File: src/hw/rtl/pip_pkg.sv
// ----------------------------------------------------------------------------
// pip_pkg
// Shared types and constants for the point-in-polygon crossing-number core.
// ----------------------------------------------------------------------------
package pip_pkg;

   localparam int COORD_BITS   = 16;
   localparam int MAX_VERTICES = 16;
   localparam int MIN_VERTICES = 3;
   localparam int IDX_BITS     = $clog2(MAX_VERTICES);
   localparam int COUNT_BITS   = 5;
   localparam int DIFF_BITS    = COORD_BITS + 1;
   localparam int PROD_BITS    = 2 * DIFF_BITS;

   localparam logic MODE_WRITE = 1'b0;
   localparam logic MODE_TEST  = 1'b1;

   localparam logic [COUNT_BITS-1:0] COUNT_RESET = COUNT_BITS'(MIN_VERTICES);

   typedef logic signed [COORD_BITS-1:0] coord_type;
   typedef logic signed [DIFF_BITS-1:0]  diff_type;
   typedef logic signed [PROD_BITS-1:0]  prod_type;

   typedef struct packed {
      coord_type x;
      coord_type y;
   } point_type;

   // Advance strobes for the lane stages.
   typedef struct packed {
      logic s2;
      logic s3;
   } adv_type;

endpackage

File: src/hw/rtl/pip_edge_lane.sv
// ----------------------------------------------------------------------------
// pip_edge_lane
// One polygon edge: straddle check and exact crossing test by
// cross-multiplication, over two register stages.
// ----------------------------------------------------------------------------
module pip_edge_lane (
   input  logic                clock,
   input  pip_pkg::adv_type    adv,
   input  logic                active,
   input  pip_pkg::point_type  vtx_a,
   input  pip_pkg::point_type  vtx_b,
   input  pip_pkg::point_type  query,
   output logic                hit
);

   pip_pkg::diff_type dx_in, dy_in, dq_in, dp_in;
   logic              straddle_in, up_in;

   pip_pkg::diff_type dx_ff, dy_ff, dq_ff, dp_ff;
   logic              straddle_ff, up_ff;

   pip_pkg::prod_type lhs_ff, rhs_ff;
   logic              straddle3_ff, up3_ff;

   always_comb begin
      dx_in = pip_pkg::diff_type'(vtx_b.x) - pip_pkg::diff_type'(vtx_a.x);
      dy_in = pip_pkg::diff_type'(vtx_b.y) - pip_pkg::diff_type'(vtx_a.y);
      dq_in = pip_pkg::diff_type'(query.y) - pip_pkg::diff_type'(vtx_a.y);
      dp_in = pip_pkg::diff_type'(query.x) - pip_pkg::diff_type'(vtx_a.x);
      straddle_in = active &&
                    (((vtx_a.y <= query.y) && (vtx_b.y > query.y)) ||
                     ((vtx_b.y <= query.y) && (vtx_a.y > query.y)));
      up_in = vtx_b.y > vtx_a.y;
   end

   always_ff @(posedge clock) begin
      if (adv.s2) begin
         dx_ff       <= dx_in;
         dy_ff       <= dy_in;
         dq_ff       <= dq_in;
         dp_ff       <= dp_in;
         straddle_ff <= straddle_in;
         up_ff       <= up_in;
      end
   end

   always_ff @(posedge clock) begin
      if (adv.s3) begin
         lhs_ff       <= pip_pkg::prod_type'(dx_ff) * pip_pkg::prod_type'(dq_ff);
         rhs_ff       <= pip_pkg::prod_type'(dp_ff) * pip_pkg::prod_type'(dy_ff);
         straddle3_ff <= straddle_ff;
         up3_ff       <= up_ff;
      end
   end

   // For a falling edge both y differences are negative, which flips the
   // sense of the comparison.
   assign hit = straddle3_ff && (up3_ff ? (lhs_ff < rhs_ff) : (lhs_ff > rhs_ff));

endmodule

File: config.mk
export PLATFORM = sky130hd
export DESIGN_NAME = pip_edge_lane
export DESIGN_NICKNAME = d
export VERILOG_FILES = /design/src/hw/rtl/pip_pkg.sv /design/src/hw/rtl/pip_edge_lane.sv
export SDC_FILE = /design/constraint.sdc
export NUM_CORES = 2
export LEC_CHECK = 0
export ABC_CLOCK_PERIOD_IN_PS = 6450
export BUFFER_PORTS_ARGS = -buffer_cell sky130_fd_sc_hd__buf_2
export CAP_MARGIN = 10
export CORE_MARGIN = 4
export CORE_UTILIZATION = 60
export DETAILED_ROUTE_END_ITERATION = 16
export PLACE_DENSITY_LB_ADDON = 0.15
export SYNTH_ARGS = -nofsm -noshare
export SYNTH_HDL_FRONTEND = slang
export SYNTH_SLANG_ARGS = --single-unit
File: constraint.sdc
create_clock -name clock -period 6.45 [get_ports clock]
set_input_delay 0.3225 -clock clock [delete_from_list [all_inputs] [get_ports clock]]
set_output_delay 0.3225 -clock clock [all_outputs]
set_load 0.05 [all_outputs]
* Word level (Yosys, flattened, before mapping)
Cells that the tools add are included.
** Word-level totals
- Flip-flop bits (word level) :: 140
- Output and inout bits :: 1
- Logic and storage cells :: 29
** Operators by class
- $add $sub $neg :: 4
- $mul :: 2
- Magnitude comparators :: 7
- Mux-type cells :: 1
- Reductions and logical operators :: 5
** Operator list (count)
- multiplier 17 x 17 -> 34 bit :: 2
- subtractor 16 x 16 -> 17 bit :: 4
- > comparator 16 bit :: 3
- > comparator 34 bit :: 1
- < comparator 34 bit :: 1
- <= comparator 16 bit :: 2
- logical AND 1 bit :: 4
- logical OR 1 bit :: 1
- 2-to-1 mux 1 bit :: 1

* Depth between registers and ports, before layout
- Depth after elaboration :: 4
- Depth in mapped cells :: 25
- Gate-level depth less buffers :: 23

* Worst setup path after synthesis
Ideal clock, no wire load.
- Kind :: flip-flop to flip-flop
- From :: register dy_ff[8]
- To :: register rhs_ff[33], data pin
- Arrival time :: 6.109 ns
- Path slack :: 0.081 ns
- Stages on the path, launching flop included :: 25
- Path buffers :: 2
- Clock period less this slack :: 6.369 ns
- Cells stage by stage :: edfxtp_1 -> clkbuf_1 -> clkbuf_1 -> nand2_1 -> fa_1 -> inv_1 -> fa_1 -> inv_1 -> fa_1 -> inv_1 -> fa_1 -> fa_1 -> inv_1 -> fa_1 -> inv_1 -> ha_1 -> a21oi_2 -> o21ai_2 -> or3_4 -> o221a_4 -> a31oi_4 -> o21ai_2 -> o41a_4 -> a221oi_2 -> xnor2_1
** Between the ends
- Word-level cells in the longest chain between the ends :: 1
** RTL lines
- start: declaration :: line pip_edge_lane.sv:19 : pip_pkg::diff_type dx_ff, dy_ff, dq_ff, dp_ff;
- start signal: assignment :: line pip_edge_lane.sv:39 : dy_ff <= dy_in;
- multiplier 17 x 17 -> 34 bit :: line pip_edge_lane.sv:50 : rhs_ff <= pip_pkg::prod_type'(dp_ff) * pip_pkg::prod_type'(dy_ff);
- end signal: assignment :: line pip_edge_lane.sv:50
- end: declaration :: line pip_edge_lane.sv:22 : pip_pkg::prod_type lhs_ff, rhs_ff;
Every way passes these cells.
A chain may end at the register's enable or synchronous reset.

* Worst setup path after layout
- From :: register dy_ff[6]
- To :: register rhs_ff[33], data pin
The elaborated chain is that of the path after synthesis.

==> qor.yml <==
ys_ff_latch: 140
utilization_pct: 67.6
crit_required_ns: 6.64
min_from: "active"
setup_viol_count_final: 0
worst_clock_skew_ns: 0.0122
synth_common_cells: "sky130_fd_sc_hd__inv_1 (722), sky130_fd_sc_hd__fa_1 (596), sky130_fd_sc_hd__nand2_1 (306)"
overall_die_area_mm2: 0.0539
critPathLaunch: "dy_ff[6]"
crit_type: "register to register"
cts-hold-fix-buffers: 0
cp-end-kind: "register"
netlist.area_leader.share_pct: 39.6
post_synth_mux_area_share_pct: 0.0664
grt_first_pass_wirelength_um: 124000
initial_core_util_pct: 61.1
finalHoldWorstSlack_ns: 0.299
detailedPlacementHpwl_um: 63800
wl_per_cell_um: 18.8
yosys.area_share.xor_xnor_pct: 3.17
slew_worst_pin_ns: 1.23
post-route-period-util_pct: 97.6
vias_per_cell: 5.54
worst-r2r-cell-count: 20
finalHoldViolations: 0
drv.max_cap_violation_count: 0
number_of_enable_flip_flop_cells_after_synthesis: 140
rows: 81
final_net_count: 4301
grt_max_degree: 71
portBuffers: 100
final_layout_size_suffix_gt1_share_pct: 10.3
clock_insertion_delay_worst_skew_ns: 0.46
synth-compound-area-share_pct: 6.67
route.final.wire_length_um: 75000
worst-path-max-fanout: 7
hold-path-endpoint: "straddle_ff"
yosys.area_share.adder_pct: 51.4
min_period_ns: 6.30
clock_sinks: 140
synth.net_count: 4089
post_synth_inst_count: 3107
htreeDepth: 4
synth_flop_cell: "sky130_fd_sc_hd__edfxtp_1"
first_pass_iters: 7
timing.critical_path.arrival_ns: 6.49
die-height_um: 232
yosysSeqAreaShare_pct: 13.9
synth.avg_cell_area_um2: 9.70
detail-route-antenna-nets: 0
cts_buffers: 17
timing.reg2reg.setup_slack_ns: 0.15
relSlewSlack_pct: 17.8
rr_startpoint: "dy_ff[6]"
initial_antenna_violation_count: 7
die_width_um: 232
dr_total_vias: 22200
first_global_vias: 24200
first_iter_violations: 1502
io_pins: 101
crit_path_start_kind: "register"
ys_async_sr_fraction_pct: 0
drc: 0
cts_tree: "yes"
critical_path.reg2reg.endpoint: "rhs_ff[33]"
synthesis.area_mm2: 0.0302
slew_viol_final: 0
place_area_mm2: 0.0321
grt_setup_unrepaired: "true"
final_cell_area_mm2: 0.0334
synth.area.top_cells: "sky130_fd_sc_hd__fa_1 (40%), sky130_fd_sc_hd__edfxtp_1 (14%), sky130_fd_sc_hd__ha_1 (12%)"
yosys_warnings: 0
cts-root-to-sink-buffers: 2
gr-usage-all-layers_pct: 29.4
clk_pin_slew_ns: 0.06
worst_hold_path_type: "primary input to register"
global_route.overflow_total: 0
core-area_mm2: 0.0494
cts.root.buffer_cell: "sky130_fd_sc_hd__clkbuf_16"
dominant_combinational_cell_family_by_area_after_synthesis: "adder cells"
result_of_the_run: "finished, final reports clean"
most_used_standard_cell_by_instance_count_after_synthesis: "sky130_fd_sc_hd__inv_1"
instance_count_along_the_most_critical_hold_path: 2
synth_top_cell_by_area: "sky130_fd_sc_hd__fa_1"
synth.lib_cells_used.distinct: 71
gp_congestion: 0.943
areaGrowthSynthToFinish_pct: 10.6
yosys.area_share.simple_pct: 14.7
fin_setup_tns_ns: 0
highest_clock_rate_mhz: 159
## layout make-up
type | count | area (um^2)
Inverter | 722 | 2710
Antenna cell | 1 | 2.50
Sequential cell | 140 | 4200
Clock inverter | 13 | 191
Tap cell | 664 | 831
Fill cell | 3977 | 16000
Timing Repair Buffer | 271 | 1940
Clock buffer | 18 | 429
Multi-Input combinational cell | 2167 | 23000
## worst max-delay path, cell delays in order (launching register included)
cell                       delay [ns]
sky130_fd_sc_hd__edfxtp_1        0.53
sky130_fd_sc_hd__buf_6           0.19
sky130_fd_sc_hd__and2_1          0.14
sky130_fd_sc_hd__fa_1            0.50
sky130_fd_sc_hd__inv_1           0.05
sky130_fd_sc_hd__fa_2            0.53
sky130_fd_sc_hd__fa_1            0.44
sky130_fd_sc_hd__fa_1            0.55
sky130_fd_sc_hd__inv_1           0.05
sky130_fd_sc_hd__fa_2            0.52
sky130_fd_sc_hd__fa_1            0.42
sky130_fd_sc_hd__ha_2            0.22
sky130_fd_sc_hd__a21oi_2         0.14
sky130_fd_sc_hd__o21ai_2         0.09
sky130_fd_sc_hd__or3_4           0.34
sky130_fd_sc_hd__o221a_4         0.24
sky130_fd_sc_hd__a31oi_4         0.21
sky130_fd_sc_hd__o21ai_2         0.10
sky130_fd_sc_hd__o41a_4          0.39
sky130_fd_sc_hd__a221oi_2        0.27
sky130_fd_sc_hd__xnor2_1         0.09
## through the flow
| step | setup WS (ns) | instances |
|---|---|---|
| floorplan | 0.0812 | 3107 |
| global placement | 0.102 | 3913 |
| detailed placement | 0.0416 | 3913 |
| CTS | 0.00727 | 3944 |
| global route | -0.0472 | 3995 |
| finish | 0.154 | 3996 |
## per-layer routing
metal / share of wire [%] / GRT usage, % / up-vias
met3: 6.3 / 5.15 / 150
met1: 40 / 38.4 / 11300
met2: 50 / 51.1 / 684
li1: - / - / 10000
met5: 0.075 / 0 / -
met4: 2.9 / 7.90 / 10
## worst max-delay path by stage
stage,depth (start not counted),to
after floorplan,24,rhs_ff[33]
after detailed placement,21,rhs_ff[33]
final,20,rhs_ff[33]
after global routing,21,lhs_ff[33]
after global placement,21,rhs_ff[33]
after CTS,21,rhs_ff[33]
## layout by cell type, fill, tap and decap left out, types with 11 or more instances in the layout
cell and instances:
sky130_fd_sc_hd__xor2_1 20, sky130_fd_sc_hd__nand2b_1 20, sky130_fd_sc_hd__o21ai_0 48, sky130_fd_sc_hd__ha_1 282, sky130_fd_sc_hd__nand4_1 20, sky130_fd_sc_hd__a21o_1 35
sky130_fd_sc_hd__nor2_1 99, sky130_fd_sc_hd__nand2_1 305, sky130_fd_sc_hd__a21oi_1 75, sky130_fd_sc_hd__buf_12 12, sky130_fd_sc_hd__fa_1 590, sky130_fd_sc_hd__clkbuf_16 17
sky130_fd_sc_hd__xnor2_1 89, sky130_fd_sc_hd__o211ai_1 11, sky130_fd_sc_hd__nor3_1 34, sky130_fd_sc_hd__edfxtp_1 140, sky130_fd_sc_hd__or3_1 13, sky130_fd_sc_hd__nor2b_1 35
sky130_fd_sc_hd__buf_4 148, sky130_fd_sc_hd__nand3_1 25, sky130_fd_sc_hd__and2_1 293, sky130_fd_sc_hd__buf_2 101, sky130_fd_sc_hd__o21a_1 17, sky130_fd_sc_hd__inv_1 722
## state kept, by name, indices dropped and copies added, names as in the netlist
| name | count |
|---|---|
| dp_ff | 17 |
| dq_ff | 17 |
| dx_ff | 17 |
| dy_ff | 17 |
| lhs_ff | 34 |
| rhs_ff | 34 |
| straddle3_ff | 1 |
| straddle_ff | 1 |
| up3_ff | 1 |
| up_ff | 1 |
## what timing repair did
item                                   in CTS  in global routing
gates resized for setup                     0                 32
setup endpoints to repair                   0                 13
buffers inserted                            0                 51
endpoints found under the hold margin       0                  0
## cell families after synthesis
kind of cell	count (synthesis)
adder cells (fa/ha/maj)	882
XOR/XNOR	109
multiplexers	2
AO/OA/AOI/OAI	294
flip-flops	140
buffers and inverters	800
AND/OR/NAND/NOR	880
Power is left out: the tool's default activity adds up to more than one toggle a clock period on the data nets, which glitch-free logic cannot reach.
